$ cat src/rtl/core/tpsp_pkg.sv
package tpsp_pkg;

	localparam logic [1:0] KIND_ENTRY = 2'd0;
	localparam logic [1:0] KIND_OK    = 2'd1;
	localparam logic [1:0] KIND_ERROR = 2'd2;

	localparam logic [7:0]  PMT_TABLE_ID    = 8'h02;
	localparam logic [11:0] MIN_SECTION_LEN = 12'd9;

	typedef struct packed {
		logic [7:0] data_byte;
		logic       first_byte;
		logic       last_byte;
	} item_t;

	typedef struct packed {
		logic [1:0]  kind;
		logic [7:0]  es_type;
		logic [12:0] es_pid;
		logic [12:0] pcr_pid;
		logic [15:0] program_number;
		logic [4:0]  version;
	} result_t;

	typedef struct packed {
		logic  step;
		item_t item;
	} step_t;

endpackage

$ cat src/rtl/core/tpsp_in_if.sv
interface tpsp_in_if;
	logic       valid;
	logic       ready;
	logic [7:0] data_byte;
	logic       first_byte;
	logic       last_byte;

	modport source (output valid, output data_byte, output first_byte, output last_byte,
		input ready);
	modport sink (input valid, input data_byte, input first_byte, input last_byte,
		output ready);
endinterface

$ cat src/rtl/core/tpsp_out_if.sv
interface tpsp_out_if;
	logic        valid;
	logic        ready;
	logic [1:0]  kind;
	logic [7:0]  es_type_out;
	logic [12:0] es_pid;
	logic [12:0] pcr_pid_out;
	logic [15:0] program_number;
	logic [4:0]  version_out;

	modport source (output valid, output kind, output es_type_out, output es_pid,
		output pcr_pid_out, output program_number, output version_out, input ready);
	modport sink (input valid, input kind, input es_type_out, input es_pid,
		input pcr_pid_out, input program_number, input version_out, output ready);
endinterface

$ cat src/rtl/core/ts_pmt_section_parser.sv
// Parses one program map section from a PSI payload that arrives one byte per transaction,
// starting with the pointer field (first_byte set) and ending where last_byte is set. One
// result transaction is produced per elementary stream entry, with its stream type and PID,
// and one final transaction after the CRC bytes reports the section as ok or in error; a
// section length below the minimum yields the error result at the end of the header, and a
// buffer that ends early yields the error result on its last byte. The CRC is not verified.
// A byte is accepted every cycle unless input is stalled, and its result is offered once the
// parse step has moved it from the input register into the result register. Downstream
// backpressure holds the result register and stalls input once the input register is full.
module ts_pmt_section_parser (
	input  logic       clk,
	input  logic       arst_n,
	tpsp_in_if.sink    bytes,
	tpsp_out_if.source results
);

	logic               valid_s1;
	tpsp_pkg::item_t    item_s1;
	logic               advance;
	tpsp_pkg::step_t    step;
	logic               res_valid;
	tpsp_pkg::result_t  res;
	logic               out_valid_q;
	tpsp_pkg::result_t  out_q;

	assign advance     = valid_s1 && (!out_valid_q || results.ready);
	assign bytes.ready = !valid_s1 || advance;

	always_ff @(posedge clk or negedge arst_n) begin
		if (!arst_n) begin
			valid_s1 <= 1'b0;
		end else if (bytes.valid && bytes.ready) begin
			valid_s1 <= 1'b1;
		end else if (advance) begin
			valid_s1 <= 1'b0;
		end
	end

	always_ff @(posedge clk) begin
		if (bytes.valid && bytes.ready) begin
			item_s1.data_byte  <= bytes.data_byte;
			item_s1.first_byte <= bytes.first_byte;
			item_s1.last_byte  <= bytes.last_byte;
		end
	end

	assign step.step = advance;
	assign step.item = item_s1;

	tpsp_parser u_parser (
		.clk       (clk),
		.arst_n    (arst_n),
		.step      (step),
		.res_valid (res_valid),
		.res       (res)
	);

	always_ff @(posedge clk or negedge arst_n) begin
		if (!arst_n) begin
			out_valid_q <= 1'b0;
		end else if (advance) begin
			out_valid_q <= res_valid;
		end else if (results.ready) begin
			out_valid_q <= 1'b0;
		end
	end

	always_ff @(posedge clk) begin
		if (res_valid) begin
			out_q <= res;
		end
	end

	assign results.valid          = out_valid_q;
	assign results.kind           = out_q.kind;
	assign results.es_type_out    = out_q.es_type;
	assign results.es_pid         = out_q.es_pid;
	assign results.pcr_pid_out    = out_q.pcr_pid;
	assign results.program_number = out_q.program_number;
	assign results.version_out    = out_q.version;

	a_kind_legal: assert property (@(posedge clk) disable iff (!arst_n)
		results.valid |-> (results.kind == tpsp_pkg::KIND_ENTRY ||
			results.kind == tpsp_pkg::KIND_OK || results.kind == tpsp_pkg::KIND_ERROR))
		else $error("result kind out of range");

	a_final_clean: assert property (@(posedge clk) disable iff (!arst_n)
		(results.valid && results.kind != tpsp_pkg::KIND_ENTRY) |->
			(results.es_type_out == 8'd0 && results.es_pid == 13'd0))
		else $error("final result carries entry fields");

	a_s1_hold: assert property (@(posedge clk) disable iff (!arst_n)
		(valid_s1 && !advance) |=> (valid_s1 && $stable(item_s1)))
		else $error("input register lost a stalled byte");

	a_s1_free: assert property (@(posedge clk) disable iff (!arst_n)
		!valid_s1 |-> bytes.ready)
		else $error("input not ready while input register empty");

endmodule

$ cat src/rtl/core/tpsp_parser.sv
module tpsp_parser (
	input  logic               clk,
	input  logic               arst_n,
	input  tpsp_pkg::step_t    step,
	output logic               res_valid,
	output tpsp_pkg::result_t  res
);

	typedef enum logic [3:0] {
		PH_IDLE,
		PH_SKIP,
		PH_HDR,
		PH_PINFO,
		PH_DESC,
		PH_ETYPE,
		PH_EWORD,
		PH_DRAIN,
		PH_CRC,
		PH_DONE
	} phase_t;

	phase_t      phase_q, n_phase;
	logic [9:0]  skip_q, n_skip;
	logic [11:0] left_q, n_left;
	logic [2:0]  idx_q, n_idx;
	logic [31:0] word_q, n_word;
	logic [7:0]  tid_q, n_tid;
	logic [12:0] pcr_q, n_pcr;
	logic [15:0] prog_q, n_prog;
	logic [4:0]  ver_q, n_ver;
	logic [7:0]  type_q, n_type;
	logic        failed_q, n_failed;
	logic        do_settle;
	logic        final_given;
	logic        hit;
	logic [1:0]  hit_kind;
	logic [7:0]  hit_type;
	logic [12:0] hit_pid;
	logic [7:0]  b;

	function automatic logic word_ok(input logic [31:0] w);
		word_ok = (w[31:29] == 3'h7) && (w[15:12] == 4'hF) && (w[11:10] == 2'h0);
	endfunction

	assign b = step.item.data_byte;

	always_comb begin
		n_phase     = phase_q;
		n_skip      = skip_q;
		n_left      = left_q;
		n_idx       = idx_q;
		n_word      = word_q;
		n_tid       = tid_q;
		n_pcr       = pcr_q;
		n_prog      = prog_q;
		n_ver       = ver_q;
		n_type      = type_q;
		n_failed    = failed_q;
		do_settle   = 1'b0;
		final_given = 1'b0;
		hit         = 1'b0;
		hit_kind    = tpsp_pkg::KIND_ENTRY;
		hit_type    = 8'd0;
		hit_pid     = 13'd0;

		if (step.item.first_byte) begin
			n_phase  = (b != 8'd0) ? PH_SKIP : PH_HDR;
			n_skip   = {2'b00, b};
			n_left   = 12'd0;
			n_idx    = 3'd0;
			n_word   = 32'd0;
			n_tid    = 8'd0;
			n_pcr    = 13'd0;
			n_prog   = 16'd0;
			n_ver    = 5'd0;
			n_type   = 8'd0;
			n_failed = 1'b0;
		end else begin
			unique case (phase_q) inside
				PH_SKIP: begin
					n_skip = skip_q - 10'd1;
					if (n_skip == 10'd0) begin
						n_phase = PH_HDR;
					end
				end
				PH_HDR: begin
					n_idx = idx_q + 3'd1;
					case (idx_q) inside
						3'd0: n_tid = b;
						3'd1, 3'd2: n_word = {16'd0, word_q[7:0], b};
						3'd3, 3'd4: n_prog = {prog_q[7:0], b};
						3'd5: n_ver = b[5:1];
						default: ;
					endcase
					if (idx_q == 3'd2) begin
						n_left = n_word[11:0];
					end
					if (idx_q == 3'd7) begin
						if (left_q < tpsp_pkg::MIN_SECTION_LEN) begin
							hit         = 1'b1;
							hit_kind    = tpsp_pkg::KIND_ERROR;
							final_given = 1'b1;
							n_phase     = PH_DONE;
						end else begin
							n_left    = left_q - tpsp_pkg::MIN_SECTION_LEN;
							n_idx     = 3'd0;
							n_word    = 32'd0;
							n_phase   = PH_PINFO;
							do_settle = 1'b1;
						end
					end
				end
				PH_PINFO, PH_EWORD: begin
					n_word    = {word_q[23:0], b};
					n_left    = left_q - 12'd1;
					n_idx     = idx_q + 3'd1;
					do_settle = 1'b1;
					if (idx_q == 3'd3) begin
						if (!word_ok(n_word)) begin
							n_failed = 1'b1;
							n_phase  = PH_DRAIN;
						end else begin
							if (phase_q == PH_PINFO) begin
								n_pcr = n_word[28:16];
							end else begin
								hit      = 1'b1;
								hit_kind = tpsp_pkg::KIND_ENTRY;
								hit_type = type_q;
								hit_pid  = n_word[28:16];
							end
							if ({2'b00, n_word[9:0]} > n_left) begin
								n_failed = 1'b1;
								n_phase  = PH_DRAIN;
							end else begin
								n_skip  = n_word[9:0];
								n_phase = PH_DESC;
							end
						end
					end
				end
				PH_DESC: begin
					n_skip    = skip_q - 10'd1;
					n_left    = left_q - 12'd1;
					do_settle = 1'b1;
				end
				PH_ETYPE: begin
					n_type    = b;
					n_left    = left_q - 12'd1;
					n_idx     = 3'd0;
					n_word    = 32'd0;
					n_phase   = PH_EWORD;
					do_settle = 1'b1;
				end
				PH_DRAIN: begin
					n_left    = left_q - 12'd1;
					do_settle = 1'b1;
				end
				PH_CRC: begin
					n_idx = idx_q + 3'd1;
					if (idx_q == 3'd3) begin
						hit         = 1'b1;
						hit_kind    = (!failed_q && tid_q == tpsp_pkg::PMT_TABLE_ID) ?
							tpsp_pkg::KIND_OK : tpsp_pkg::KIND_ERROR;
						final_given = 1'b1;
						n_phase     = PH_DONE;
					end
				end
				PH_IDLE, PH_DONE: ;
				default: ;
			endcase
		end

		if (do_settle) begin
			if (n_phase == PH_DESC && n_skip == 10'd0) begin
				n_phase = PH_ETYPE;
			end
			if (n_left == 12'd0) begin
				case (n_phase) inside
					PH_PINFO, PH_EWORD: begin
						n_failed = 1'b1;
						n_phase  = PH_CRC;
						n_idx    = 3'd0;
					end
					PH_DESC, PH_ETYPE, PH_DRAIN: begin
						n_phase = PH_CRC;
						n_idx   = 3'd0;
					end
					default: ;
				endcase
			end
		end

		// An early end of the buffer replaces whatever this byte would give.
		if (step.item.last_byte && !final_given && n_phase != PH_IDLE && n_phase != PH_DONE) begin
			hit      = 1'b1;
			hit_kind = tpsp_pkg::KIND_ERROR;
			hit_type = 8'd0;
			hit_pid  = 13'd0;
			n_phase  = PH_DONE;
		end
	end

	assign res_valid          = step.step && hit;
	assign res.kind           = hit_kind;
	assign res.es_type        = hit_type;
	assign res.es_pid         = hit_pid;
	assign res.pcr_pid        = n_pcr;
	assign res.program_number = n_prog;
	assign res.version        = n_ver;

	always_ff @(posedge clk or negedge arst_n) begin
		if (!arst_n) begin
			phase_q  <= PH_IDLE;
			skip_q   <= '0;
			left_q   <= '0;
			idx_q    <= '0;
			word_q   <= '0;
			tid_q    <= '0;
			pcr_q    <= '0;
			prog_q   <= '0;
			ver_q    <= '0;
			type_q   <= '0;
			failed_q <= 1'b0;
		end else if (step.step) begin
			phase_q  <= n_phase;
			skip_q   <= n_skip;
			left_q   <= n_left;
			idx_q    <= n_idx;
			word_q   <= n_word;
			tid_q    <= n_tid;
			pcr_q    <= n_pcr;
			prog_q   <= n_prog;
			ver_q    <= n_ver;
			type_q   <= n_type;
			failed_q <= n_failed;
		end
	end

endmodule
$ cat src/flat_wrapper.sv
// flat-port wrapper written by rule: the top's interface ports become plain ports
module ts_pmt_section_parser_flat 
  (clk, arst_n, bytes_valid, bytes_data_byte, bytes_first_byte, bytes_last_byte, bytes_ready, results_valid, results_kind, results_es_type_out, results_es_pid, results_pcr_pid_out, results_program_number, results_version_out, results_ready);
  tpsp_in_if bytes_i ();
  tpsp_out_if results_i ();
  input  logic clk;
  input  logic arst_n;
  input wire logic [$bits(bytes_i.valid)-1:0] bytes_valid;
  input wire logic [$bits(bytes_i.data_byte)-1:0] bytes_data_byte;
  input wire logic [$bits(bytes_i.first_byte)-1:0] bytes_first_byte;
  input wire logic [$bits(bytes_i.last_byte)-1:0] bytes_last_byte;
  output wire logic [$bits(bytes_i.ready)-1:0] bytes_ready;
  output wire logic [$bits(results_i.valid)-1:0] results_valid;
  output wire logic [$bits(results_i.kind)-1:0] results_kind;
  output wire logic [$bits(results_i.es_type_out)-1:0] results_es_type_out;
  output wire logic [$bits(results_i.es_pid)-1:0] results_es_pid;
  output wire logic [$bits(results_i.pcr_pid_out)-1:0] results_pcr_pid_out;
  output wire logic [$bits(results_i.program_number)-1:0] results_program_number;
  output wire logic [$bits(results_i.version_out)-1:0] results_version_out;
  input wire logic [$bits(results_i.ready)-1:0] results_ready;
  assign bytes_i.valid = bytes_valid;
  assign bytes_i.data_byte = bytes_data_byte;
  assign bytes_i.first_byte = bytes_first_byte;
  assign bytes_i.last_byte = bytes_last_byte;
  assign bytes_ready = bytes_i.ready;
  assign results_valid = results_i.valid;
  assign results_kind = results_i.kind;
  assign results_es_type_out = results_i.es_type_out;
  assign results_es_pid = results_i.es_pid;
  assign results_pcr_pid_out = results_i.pcr_pid_out;
  assign results_program_number = results_i.program_number;
  assign results_version_out = results_i.version_out;
  assign results_i.ready = results_ready;
  ts_pmt_section_parser u_core (.clk(clk), .arst_n(arst_n), .bytes(bytes_i), .results(results_i));
endmodule
$ cat config.mk
export PLATFORM = sky130hd
export DESIGN_NAME = ts_pmt_section_parser_flat
export DESIGN_NICKNAME = d
export VERILOG_FILES = /design/src/rtl/core/tpsp_pkg.sv /design/src/rtl/core/tpsp_in_if.sv /design/src/rtl/core/tpsp_out_if.sv /design/src/rtl/core/ts_pmt_section_parser.sv /design/src/rtl/core/tpsp_parser.sv /design/src/flat_wrapper.sv
export SDC_FILE = /design/constraint.sdc
export NUM_CORES = 1
export LEC_CHECK = 0
export ABC_CLOCK_PERIOD_IN_PS = 11050
export BUFFER_PORTS_ARGS = -buffer_cell sky130_fd_sc_hd__buf_2
export CAP_MARGIN = 20
export CORE_UTILIZATION = 30
export CTS_BUF_LIST = sky130_fd_sc_hd__clkbuf_4 sky130_fd_sc_hd__clkbuf_8 sky130_fd_sc_hd__clkbuf_16
export CTS_CLUSTER_DIAMETER = 30
export DETAILED_ROUTE_END_ITERATION = 6
export PLACE_DENSITY_LB_ADDON = 0.12
export SLEW_MARGIN = 20
export SYNTH_ARGS = -nofsm -noshare
export SYNTH_HDL_FRONTEND = slang
export SYNTH_SLANG_ARGS = --single-unit
$ cat constraint.sdc
create_clock -name clk -period 11.05 [get_ports clk]
set_input_delay 3.315 -clock clk [delete_from_list [all_inputs] [get_ports clk]]
set_output_delay 3.315 -clock clk [all_outputs]
set_load 0.05 [all_outputs]
* Word-level counts from Yosys, hierarchy flattened
Cells that the tools add are included.
** Storage, ports and cells
- Word-level logic and storage cells :: 193
- Bits in writable memories :: 0
- Input port bits :: 14
- Bits in latches :: 0
- Output and inout port bits :: 59
- Flip-flop bits (word level) :: 181
- Memory bits (read-only) :: 0
- Memories :: 0
** Operators by class
- Add/sub/neg operators :: 4
- Equal/unequal tests :: 24
- Bitwise logic cells :: 3
- Multiplexer cells :: 95
- Shift operators :: 0
- $mul :: 0
- Reductions and logical operators :: 42
- $lt $le $gt $ge :: 2
- Div/mod/pow operators :: 0
** Operator list (number)
- 32-bit two-way mux :: 5
- 32-bit one-hot mux with 3 select lines :: 1
- 16-bit two-way mux :: 5
- 13-bit two-way mux :: 5
- 4-bit two-way mux :: 13
- 12-bit two-way mux :: 4
- 10-bit two-way mux :: 4
- 8-bit two-way mux :: 5
- 4-bit by 3-bit == test with 1-bit output, second input constant :: 9
- 5-bit two-way mux :: 6
- 1-bit two-way mux :: 24
- 12-bit one-hot mux with 2 select lines :: 1
- 3-bit two-way mux :: 7
- 10-bit zero test :: 2
- 10-bit one-hot mux with 2 select lines :: 1
- 4-bit one-hot mux with 5 select lines :: 1
- 2-bit two-way mux :: 8
- 3-bit == test, second input constant :: 4
- 4-bit by 2-bit == test with 1-bit output, second input constant :: 3
- 10-bit by 12-bit greater-than comparator with 1-bit output :: 1
- 12-bit zero test :: 1
- 12-bit by 4-bit less-than comparator with 1-bit output, second input constant :: 1
- 2-bit OR reduction :: 6
- 12-bit by 1-bit subtractor with 12-bit output, second input constant :: 1
- other kinds (27) :: 52

* Logic depth before layout (Yosys ltp)
Gate-level depths: netlist of run 1.
- Depth after elaboration :: 23
- Depth in mapped cells :: 18
- Depth with buffers taken out :: 17

* Hierarchy
From an unflattened synthesis of run 1, not the netlist that was laid out.
** Unflattened totals
- Cell total of the unflattened synthesis :: 954
- Area total of the unflattened synthesis :: 9869.5 um^2
** By module, submodules not included
- tpsp_parser :: area an instance 7751.2 um^2, sequential area each 2602.5 um^2, instances 1, cells each 878
- ts_pmt_section_parser :: area an instance 2118.3 um^2, sequential area each 2062.0 um^2, instances 1, cells each 76

* Least setup slack after synthesis of run 1
OpenSTA, ideal clock, no wires.
- Path kind :: in2reg
- From :: input port results_ready
- To :: register u_core.out_q (netlist bit u_core.results.es_pid[0]) (enable)
- Required time :: 10.499 ns
- Cell stages on the path :: 5
- Path slack :: 2.560 ns
- Arrival :: 7.940 ns
- Cells stage by stage :: nand2b_1 > nand2_1 > clkbuf_1 > clkbuf_1 > o21ai_0
** On the way
- Longest elaborated chain between the ends :: 3
** Ends and longest elaborated chain
- from (decl) :: line flat_wrapper.sv:20 : input wire logic [$bits(results_i.ready)-1:0] results_ready;
- 1-bit logical OR :: line ts_pmt_section_parser.sv:26 : assign advance = valid_s1 && (!out_valid_q || results.ready);
- 1-bit logical AND :: line ts_pmt_section_parser.sv:26
- 1-bit logical AND :: line tpsp_parser.sv:203 : assign res_valid = step.step && hit;
- named net u_core.res_valid :: line ts_pmt_section_parser.sv:21 : logic res_valid;
- to (signal assigned) :: line ts_pmt_section_parser.sv:70 : out_q <= res;
- to (decl) :: line ts_pmt_section_parser.sv:24 : tpsp_pkg::result_t out_q;
The timed path passes the listed nets, and every way through them passes these cells.
A chain may end at the register's enable or synchronous reset.

* Worst setup path after layout of run 1
- From :: input port results_ready
- To :: output port bytes_ready
** On the way
- Longest elaborated chain between the ends :: 3
** Ends and longest elaborated chain
- 1-bit logical OR :: line ts_pmt_section_parser.sv:26
- 1-bit logical AND :: line ts_pmt_section_parser.sv:26
- 1-bit logical OR :: line ts_pmt_section_parser.sv:27 : assign bytes.ready = !valid_s1 || advance;
- to (decl) :: line flat_wrapper.sv:12 : output wire logic [$bits(bytes_i.ready)-1:0] bytes_ready;
Every way passes these cells.

==> summary.md, run 1 <==
| Metric | Value |
|---|---|
| Status | finished clean |
| Final hold vios | 0 |
| Yosys top cell by area | dfrtp_1 |
| # DRC | 0 |
| Reg2reg path depth | 18 |
| Pin count of the biggest net entering global routing | 91 |
| CP endpoint kind | output pin |
| CP max FO | 4 |
| DRT iter0 DRCs | 663 |
| Tmin final | 7.47 ns |
| Syn nets | 1041 |
| Seq/Total Area, Yosys | 49.0% |
| Area contributors post-synth | dfrtp_1 (28%), edfxtp_1 (21%), nand2_1 (7.7%) |
| CP Class | in2out |
| Post_cts resized | 0 |
| Worst-Margin Slew | 1.13 ns |
| 1st-pass router iterations | 5 |
| Clock Latency Late Sink | 0.44 ns |
| Slew HR | 23.9% |
| CTS root buffer | clkbuf_16 |
| Mapped Cells | 1008 |
| Initial core utilization | 30.8% |
| Pins Over Slew Limit | 0 |
| Share of layout cells above drive strength 1 | 15.5% |
| Final WL | 28.2 mm |
| Min-Delay Path Depth | 2 |
| Reg-to-Reg Start | u_core.u_parser.left_q[0]$_DFFE_PN0P_ |
| Yosys warnings | 0 |
| WL/cell | 19.4 um |
| ANT nets after route | 0 |
| Netlist cell types | 73 |
| Die height | 180 um |
| CTS buffer count | 17 |
| Synth top area share | 27.9% |
| Worst slack at placement | 3.57 ns |
| Hold EP | u_core.u_parser.ver_q[0]$_DFFE_PN0P_ |
| Final Cycle Share | 67.6% |
| Die area | 0.0325 mm2 |
| CTS Hold Bufs | 0 |
| Die W | 180 um |
| Max rail drop VDD | 0.119 mV |
| CP Launch Type | input pin |
| Hold Path Class | reg2reg |
| Power per cell area | 208 mW/mm2 |
| R2R Path End | u_core.results.program_number[14]$_DFFE_PP_ |
| Most instantiated library cell after synthesis | nand2_1 |
| Synth Area per Inst | 9.45 um2 |
| IO buf count | 72 |
| GR Util All Layers | 17.9% |
| Ys async rst share | 61.3% |
| GR Overflow Total | 0 |
| Register bit count reported by yosys | 173 |
| CORE AREA | 0.0309 mm2 |
| Number of max-cap violations | 0 |
| P&R area growth vs syn | 13.9% |
| Final WS setup | 3.58 ns |
| Clk slew on worst S/H paths | 0.06 ns |
| CTS tree | done |
| Number of I/O pins | 73 |
| WP data arrival | 4.15 ns |
| Final setup vio count | 0 |
| Maximum clock frequency | 0.134 GHz |
| Post-detail-place hpwl | 18.8 mm |
| Mapped Area | 0.00952 mm2 |
| Routed vias | 7763 |
| RSZ-0062 raised after global routing | false |
| Number of clock sinks | 173 |
| Worst-case clock buffer depth | 2 |
| Leakage | 0.00438 uW |
| Worst Path Required | 7.74 ns |
| Diodes inserted | 0 |
| Global-route wire length before repair | 45.2 mm |
| Top cells by count, synth | nand2_1 (196), dfrtp_1 (106), nor2_1 (85), edfxtp_1 (67), a21oi_1 (56) |
| Vias in the first global route | 7660 |
| H-tree Lvls | 4 |
| RePlAce Congestion | 0.832 |
| Num rows | 64 |
| R2r setup slk | 5.66 ns |
| Setup TNS | 0 ns |
| Post-synth EDFFs | 67 |
| Post-CTS Setup Inserts | 0 |
| Worst Min Path Start | u_core.u_parser.ver_q[0]$_DFFE_PN0P_ |
| Vias/cell | 5.33 |
| Clk_skew | 0.0221 ns |
| Initial antenna violation count | 0 |
| Synth Flop Type | dfrtp_1 |
| Nets | 1080 |
routing by layer:
| metal | part of all wire (%) | vias to the layer above | GRT usage (%) |
|---|---|---|---|
| met5 | 0 | - | 0 |
| met3 | 4.4 | 38 | 3.09 |
| met1 | 49 | 3806 | 25.6 |
| li1 | - | 3716 | - |
| met4 | 1.9 | 0 | 5.85 |
| met2 | 45 | 203 | 27.4 |
how the worst max path moves through the flow:
stage,startpoint,end,slack [ns],cells after the start
4_1_cts,results_ready,bytes_ready,3.57,4
6_report,results_ready,bytes_ready,3.58,4
3_5_place_dp,results_ready,bytes_ready,3.57,4
3_3_place_gp,results_ready,bytes_ready,3.59,4
2_1_floorplan,results_ready,u_core.results.es_pid[0]$_SDFFCE_PP0P_,2.56,5
5_1_grt,results_ready,bytes_ready,3.51,4
report_power, final:
group          leakage [uW]  switching, uW  internal [uW]
Sequential          0.00205            127            760
Combinational       0.00205            514            263
Clock              0.000282            260            336
placed cells by master, fill, tap and decap left out, types with 5 or more instances in the layout:
master / count
edfxtp_1: 67
nor4_1: 8
buf_4: 16
ha_1: 19
xnor2_1: 13
xor2_1: 9
o211ai_1: 6
mux2_2: 20
a21o_1: 5
inv_1: 16
nor2b_1: 10
nand2b_1: 9
a21oi_1: 55
or4_1: 7
nand3_1: 14
o31ai_1: 21
a31oi_1: 13
nand4_1: 5
or2_2: 8
clkbuf_16: 17
a211oi_1: 13
and2_1: 26
mux2i_1: 32
a2111oi_0: 6
nand3b_1: 6
buf_2: 71
dfrtp_1: 106
a22oi_1: 9
o22ai_1: 6
a22o_1: 17
nand2_1: 195
o21ai_0: 50
nor3_1: 22
nor2_1: 85
per-stage QoR:
stage / cell area, um2 / util, % / hold slack [ns] / power (uW) / std cells
after floorplan: 9520 / - / 0.445 / 1450 / 1008
after global routing: 10800 / 35.1 / 0.502 / 2410 / 1456
after global placement: 10300 / 33.2 / 0.456 / 1670 / 1424
final: 10800 / 35.1 / 0.473 / 2260 / 1456
after detailed placement: 10300 / 33.2 / 0.462 / 1670 / 1424
after CTS: 10800 / 35.0 / 0.478 / 2280 / 1456
cells by family (layout without fill, tap and decap cells):
group | Yosys count | in the layout | share of synthesized area [%]
and+or+nand+nor | 417 | 417 | 20.1
AOI/OAI and AO/OA | 242 | 242 | 17.2
DFF | 173 | 173 | 49.0
buffers and inverters | 83 | 135 | 3.44
muxes | 52 | 52 | 5.73
xor gates and xnor gates | 22 | 22 | 2.02
adders and majority gates | 19 | 19 | 2.50
layout make-up:
class	count	area, um2
Fill cell	3224	20100
Timing Repair Buffer	87	475
Tap cell	396	495
Clock inverter	9	85.1
Sequential cell	173	4660
Multi-Input combinational cell	752	4580
Inverter	16	60.1
Clock buffer	23	489
sequential cells by signal, summed over array words and instances (netlist names), 8 cells and up:
register                       cells
u_core.u_parser.word_q            24
u_core.results.program_number     16
u_core.u_parser.prog_q            16
u_core.results.es_pid             13
u_core.results.pcr_pid_out        13
u_core.u_parser.pcr_q             13
u_core.u_parser.left_q            12
u_core.item_s1                    10
u_core.u_parser.skip_q            10
u_core.results.es_type_out         8
u_core.u_parser.tid_q              8
u_core.u_parser.type_q             8
critical path, stage by stage:
cell and delay [ns]:
buf_2 0.09, nand2b_1 0.21, or2_2 0.32, buf_2 0.22
Power figures use the tool's default switching activity.
==> run 2: changes to the inputs <==
ABC_AREA = 1   (was default)
ABC_CLOCK_PERIOD_IN_PS = 7500   (was 11050)
clock period = 7.5 ns   (was 11.05 ns; I/O delays follow)
==> summary.md, run 2 <==
| Metric | Value |
|---|---|
| Critical path's largest stage delay | 0.24 ns (-0.08 ns) |
| Number of I/O pins | 73 (unchanged) |
| Max reg flops | 24 (unchanged) |
| R2r setup slk | 2.76 ns (-2.90 ns) |
| 1st-pass router iterations | 5 (unchanged) |
| Setup TNS | 0 ns (unchanged) |
| Hold WS | 0.478 ns (+0.00435 ns) |
| Clock Latency Late Sink | 0.45 ns (about the same) |
| Syn nets | 1233 (+18%) |
| RePlAce Congestion | 0.911 (+9.4%) |
| CP Launch Type | input pin |
| Slowest cell on the critical path | buf_2 |
| Power per cell area | 381 mW/mm2 (+83%) |
| Ys async rst share | 61.3% (unchanged) |
| Setup crit end | bytes_ready |
| Mapped Area | 0.00970 mm2 (+1.9%) |
| Share of layout cells above drive strength 1 | 15.4% (-0.081 points) |
| Most common cell after layout, fill and taps aside | nand2_1 |
| Critical Path, Cell by Cell | buf_2 -> inv_1 -> nand3_1 -> buf_2 |
| Hold Path Class | reg2reg |
| CTS Hold Bufs | 0 (unchanged) |
| Worst Path Required | 5.25 ns (-2.49 ns) |
| Clock power frac | 23.0% (-3.4 points) |
| # fillers | 3333 (+3.4%) |
| H-tree Lvls | 4 (unchanged) |
| # DRC | 0 (unchanged) |
| Maximum clock frequency | 0.199 GHz |
| Synth Area per Inst | 8.08 um2 (-14%) |
| IO buf count | 72 (unchanged) |
| Post-detail-place hpwl | 20.3 mm (+8.1%) |
| WP data arrival | 2.77 ns (-1.38 ns) |
| Logic gate share of total power | 45.8% (+11 points) |
| Netlist cell types | 47 (-36%) |
| Most instantiated library cell after synthesis | nand2_1 |
| Tmin final | 5.02 ns |
| Seq/Total Area, Yosys | 48.1% (-0.89 points) |
| Fin cells | 1669 (+15%) |
| Register share of total power | 31.2% (-8.1 points) |
| Yosys warnings | 0 (unchanged) |
| Mapped Cells | 1200 (+19%) |
| Post_cts resized | 0 (unchanged) |
| Routed vias | 8263 (+6.4%) |
| CP Class | in2out |
| Max rail drop VDD | 0.172 mV (+45%) |
| Number of max-cap violations | 0 (unchanged) |
| CP endpoint kind | output pin |
| RSZ-0062 raised after global routing | false |
| CTS root buffer | clkbuf_16 |
| Synth top area share | 27.4% (-0.51 points) |
| Number of clock sinks | 173 (unchanged) |
| Top reg by flops | u_core.u_parser.word_q |
| Commonest non-fill, non-tap cells in the layout | nand2_1 (326), o21ai_0 (121), inv_1 (109), dfrtp_1 (106), nor2_1 (92) |
| Final hold vios | 0 (unchanged) |
| Top cells by count, synth | nand2_1 (328), o21ai_0 (121), inv_1 (109), dfrtp_1 (106), nor2_1 (92) |
| R2R Path End | u_core.results.es_pid[7]$_SDFFCE_PP0P_ |
| Most used cell, CP | buf_2 |
| Psw | 1940 uW (+110%) |
| Pin count of the biggest net entering global routing | 77 (-15%) |
| Post-CTS Setup Inserts | 0 (unchanged) |
| GR Util All Layers | 18.3% (+0.40 points) |
| Synth Flop Type | dfrtp_1 |
| Final WL | 29.0 mm (+3.0%) |
| Diodes inserted | 0 (unchanged) |
| Reg2reg path depth | 28 (+10) |
| Vias in the first global route | 7930 (+3.5%) |
| GR Overflow Total | 0 (unchanged) |
| CTS tree | done |
| CORE AREA | 0.0317 mm2 (+2.6%) |
| Clk_skew | 0.0111 ns (-0.0110 ns) |
| Num rows | 65 (+1.6%) |
| Worst-Margin Slew | 1.02 ns (-0.108 ns) |
| CP Launch Point | results_ready |
| Post-synth EDFFs | 67 (unchanged) |
| Final Cycle Share | 67.0% |
| Pint | 2280 uW (+67%) |
| Final setup vio count | 0 (unchanged) |
| Switching Share | 46.0% (+6.1 points) |
| Nets | 1287 (+19%) |
| Yosys top cell by area | dfrtp_1 |
| Final Util | 34.9% (-0.23 points) |
| Vias/cell | 4.95 (-7.1%) |
| Slew HR | 31.8% (+7.9 points) |
| Leakage | 0.00493 uW (+13%) |
| Global-route wire length before repair | 46.5 mm (+3.1%) |
| Worst Min Path Start | u_core.u_parser.ver_q[3]$_DFFE_PN0P_ |
| CP max FO | 3 (-1) |
| Initial antenna violation count | 0 (unchanged) |
| Die area | 0.0330 mm2 (+1.8%) |
| Clk slew on worst S/H paths | 0.07 ns (about the same) |
| Initial core utilization | 30.6% (-0.23 points) |
| Die W | 182 um (+0.91%) |
| WL/cell | 17.4 um (-10%) |
| Placed Instances | 1637 (+15%) |
| CTS buffer count | 17 (unchanged) |
| Status | finished clean |
| Register bit count reported by yosys | 173 (unchanged) |
| Worst-case clock buffer depth | 2 (unchanged) |
| Area contributors post-synth | dfrtp_1 (27%), edfxtp_1 (21%), nand2_1 (13%) |
| DRT iter0 DRCs | 761 (+15%) |
| P&R area growth vs syn | 14.0% (about the same) |
| Pins Over Slew Limit | 0 (unchanged) |
| Reg-to-Reg Start | u_core.u_parser.left_q[0]$_DFFE_PN0P_ |
| Die height | 182 um (+0.91%) |
| ANT nets after route | 0 (unchanged) |
## run 2: cell count changes after synthesis, moves of 16 or more
cell / previous run / this run
mux2_2: 20 / 0
inv_2: 0 / 16
and2_1: 26 / 0
inv_1: 16 / 109
nor3_1: 25 / 8
nand3_1: 14 / 54
o21ai_0: 51 / 121
a22o_1: 17 / 0
mux2i_1: 32 / 0
nor2_4: 0 / 16
nand2_1: 196 / 328
o31ai_1: 21 / 5
nor2_2: 0 / 19
## run 2: critical path: cells and delay by family
family | cells | cell delay (ns)
buffers and inverters | 3 | 0.41
AND/OR/NAND/NOR | 1 | 0.12
## run 2: area by class of cell
class,count,area (um2),area share [%]
Timing Repair Buffer,86,468,4.23
Clock inverter,13,181,1.64
Clock buffer,19,440,3.98
Multi-Input combinational cell,848,4320,39.1
Tap cell,402,503,4.55
Sequential cell,173,4660,42.2
Inverter,128,480,4.34
## run 2: logic make-up (layout without fill, tap and decap cells)
family	Yosys count	in the layout	synth area share (%)
xor gates and xnor gates	14	14	1.26
AOI/OAI and AO/OA	261	261	15.1
and+or+nand+nor	554	554	25.6
adders and majority gates	19	19	2.45
DFF	173	173	48.1
buffers and inverters	179	246	7.50
## run 2: worst min path at each step
stage / endpoint / slack [ns] / cells past startpoint
finish: u_core.u_parser.ver_q[3]$_DFFE_PN0P_ / 0.48 / 2
global route: u_core.u_parser.ver_q[3]$_DFFE_PN0P_ / 0.50 / 2
CTS: u_core.u_parser.ver_q[3]$_DFFE_PN0P_ / 0.48 / 2
detailed placement: u_core.u_parser.ver_q[3]$_DFFE_PN0P_ / 0.46 / 2
global placement: u_core.u_parser.prog_q[12]$_DFFE_PN0P_ / 0.46 / 2
floorplan: u_core.u_parser.prog_q[10]$_DFFE_PN0P_ / 0.44 / 2
## run 2: through the flow
step	setup WS, ns	power (uW)	instance area [um2]
after floorplan	2.54	2780	9700
after global routing	2.26	4540	11100
after detailed placement	2.46	3260	10400
after global placement	2.46	3260	10400
after CTS	2.45	4240	11100
final	2.48	4210	11100
## run 2: routing by layer
layer  vias up  global-route usage, %  share of wire, %  routed length [um]
li1       4094                      -                 -                   -
met4         0                   4.31              0.81                 236
met3        15                   2.87               4.0                1150
met5         -                      0                 0                   0
met2       205                   28.5                45               13000
met1      3949                   26.6                51               14700
## run 2: power by group through the flow
stage	Sequential, uW	Clock, uW	Combinational [uW]
after floorplan	1490	0	1290
after global placement	1330	0	1930
after detailed placement	1340	0	1920
after CTS	1320	991	1930
after global routing	1340	1030	2170
final	1320	969	1930
==> run 3: changes to the inputs <==
ABC_CLOCK_PERIOD_IN_PS = 4050   (was 7500)
clock period = 4.05 ns   (was 7.5 ns; I/O delays follow)
==> summary.md, run 3 (synthesis results as in run 2) <==
| Metric | Value |
|---|---|
| Global-route wire length before repair | 46.7 mm (+0.38%) |
| Final hold vios | 0 (unchanged) |
| WP data arrival | 4.06 ns (+1.29 ns) |
| Power per cell area | 705 mW/mm2 (+85%) |
| Num rows | 65 (unchanged) |
| Vias in the first global route | 7953 (+0.29%) |
| Max reg flops | 24 (unchanged) |
| Critical path's largest stage delay | 0.40 ns (+0.16 ns) |
| Worst-Margin Slew | 0.917 ns (-0.106 ns) |
| Hold Path Class | reg2reg |
| Leakage | 0.00531 uW (+7.6%) |
| Routed vias | 8482 (+2.7%) |
| Status | finished clean |
| # fillers | 3312 (-0.63%) |
| CP Launch Type | register |
| CORE AREA | 0.0317 mm2 (unchanged) |
| Slew HR | 38.4% (+6.5 points) |
| CTS tree | done |
| Clock Latency Late Sink | 0.45 ns (about the same) |
| DRT iter0 DRCs | 696 (-8.5%) |
| Final WL | 29.7 mm (+2.4%) |
| GR Overflow Total | 0 (unchanged) |
| Buf/Inv on CP | 4 (+1) |
| Worst Min Path Start | u_core.u_parser.ver_q[2]$_DFFE_PN0P_ |
| Pin count of the biggest net entering global routing | 71 (-7.8%) |
| Die height | 182 um (unchanged) |
| Post-detail-place hpwl | 21.2 mm (+4.6%) |
| Slowest cell on the critical path | dfrtp_1 |
| Worst-case clock buffer depth | 2 (unchanged) |
| Top reg by flops | u_core.u_parser.word_q |
| Fin cells | 1732 (+3.8%) |
| # DRC | 0 (unchanged) |
| Switching Share | 45.9% (about the same) |
| Diodes inserted | 0 (unchanged) |
| Commonest non-fill, non-tap cells in the layout | nand2_1 (310), o21ai_0 (117), inv_1 (106), dfrtp_1 (106), nor2_1 (85) |
| Clk_skew | 0.0127 ns (+0.00161 ns) |
| Maximum clock frequency | 0.257 GHz |
| CTS buffer count | 17 (unchanged) |
| CP Class | reg2reg |
| CP max FO | 7 (+4) |
| WL/cell | 17.2 um (-1.4%) |
| Number of clock sinks | 173 (unchanged) |
| Initial core utilization | 30.6% (unchanged) |
| GR Util All Layers | 18.4% (+0.12 points) |
| CP Launch Point | u_core.u_parser.left_q[1]$_DFFE_PN0P_ |
| Number of max-cap violations | 0 (unchanged) |
| Final setup vio count | 0 (unchanged) |
| Die W | 182 um (unchanged) |
| Worst Path Required | 4.22 ns (-1.03 ns) |
| ANT nets after route | 0 (unchanged) |
| Max rail drop VDD | 0.331 mV (+92%) |
| Most used cell, CP | nand2_2 |
| Most common cell after layout, fill and taps aside | nand2_1 |
| Clock power frac | 20.1% (-2.9 points) |
| Psw | 3840 uW (+98%) |
| Vias/cell | 4.90 (-1.1%) |
| Pins Over Slew Limit | 0 (unchanged) |
| RePlAce Congestion | 0.909 (-0.12%) |
| Final Cycle Share | 96.1% |
| CTS root buffer | clkbuf_16 |
| IO buf count | 72 (unchanged) |
| Register share of total power | 29.0% (-2.2 points) |
| Logic gate share of total power | 50.9% (+5.1 points) |
| Reg-to-Reg Start | u_core.u_parser.left_q[1]$_DFFE_PN0P_ |
| Crit-path leading delay family | simple AND/OR/NAND/NOR gates |
| Die area | 0.0330 mm2 (unchanged) |
| H-tree Lvls | 4 (unchanged) |
| CTS Hold Bufs | 0 (unchanged) |
| 1st-pass router iterations | 5 (unchanged) |
| Placed Instances | 1681 (+2.7%) |
| Clk slew on worst S/H paths | 0.07 ns (about the same) |
| Tmin final | 3.89 ns |
| Power Total | 8360 uW (+98%) |
| Number of I/O pins | 73 (unchanged) |
| Nets | 1350 (+4.9%) |
| Pint | 4520 uW (+98%) |
| CP endpoint kind | register |
| RSZ-0062 raised after global routing | true |
| Share of layout cells above drive strength 1 | 22.1% (+6.7 points) |
| P&R area growth vs syn | 22.3% |
| Initial antenna violation count | 0 (unchanged) |
## run 3: cell count changes in the layout (fill, tap and decap cells not counted), moves of 4 or more
cell     previous run  this run
nor2_4             16        21
buf_12              0         5
nand2_1           326       310
buf_4              15        57
nand2_2             8        22
buf_6               0        10
o21ai_0           121       117
nor2_1             92        85
## run 3: worst min-delay path: stages (launching register included)
cell	delay (ns)
dfrtp_1	0.34
nand2_1	0.05
nand2_1	0.06
## run 3: layer usage
metal	share of wire, %	GRT usage, %	wire length, um
met5	0	0	0
met3	4.1	3.29	1220
met1	50	26.9	14900
met4	1.7	5.46	493
met2	44	27.7	13100
## run 3: power by group through the flow
stage	Clock (uW)	Sequential, uW	Combinational, uW
3_5_place_dp	0	2450	3780
4_1_cts	1730	2420	3800
5_1_grt	1800	2470	4720
3_3_place_gp	0	2450	3800
2_1_floorplan	0	2760	2390
6_report	1680	2420	4260
## run 3: area by class of cell
cell class,count,area [um2],area share (%)
Inverter,128,480,4.05
Sequential cell,173,4660,39.3
Clock inverter,14,150,1.27
Clock buffer,18,433,3.65
Timing Repair Buffer,149,1120,9.41
Tap cell,402,503,4.24
Multi-Input combinational cell,848,4510,38.0
## run 3: path summary, 6_finish.rpt
kind	to	slack, ns	cells past startpoint
setup / recovery	u_core.results.pcr_pid_out[6]$_DFFE_PP_	0.16	29
hold / removal	u_core.u_parser.ver_q[2]$_DFFE_PN0P_	0.48	2
setup reg to reg	u_core.results.pcr_pid_out[6]$_DFFE_PP_	0.16	29
hold reg to reg	u_core.u_parser.ver_q[2]$_DFFE_PN0P_	0.48	2
max in group asynchronous	u_core.u_parser.type_q[0]$_DFFE_PN0P_	2.49	2
min in group asynchronous	u_core.u_parser.left_q[3]$_DFFE_PN0P_	0.75	1
## run 3: timing repair
action / in CTS / in global routing
gates resized for setup: 0 / 67
endpoints found under the hold margin: 0 / 0
endpoints found under the setup margin: 0 / 84
buffers inserted: 0 / 16
## run 3: through the flow
| stage | area (um2) | setup slack, ns | utilization, % | hold WS, ns | setup TNS [ns] |
|---|---|---|---|---|---|
| floorplan | 9700 | 0.0804 | - | 0.444 | 0 |
| global placement | 10800 | 0.117 | 34.2 | 0.457 | 0 |
| detailed placement | 10800 | 0.0429 | 34.2 | 0.460 | 0 |
| CTS | 11400 | 0.0134 | 36.0 | 0.480 | 0 |
| global route | 11900 | -0.156 | 37.4 | 0.497 | -8.25 |
| finish | 11900 | 0.157 | 37.4 | 0.477 | 0 |
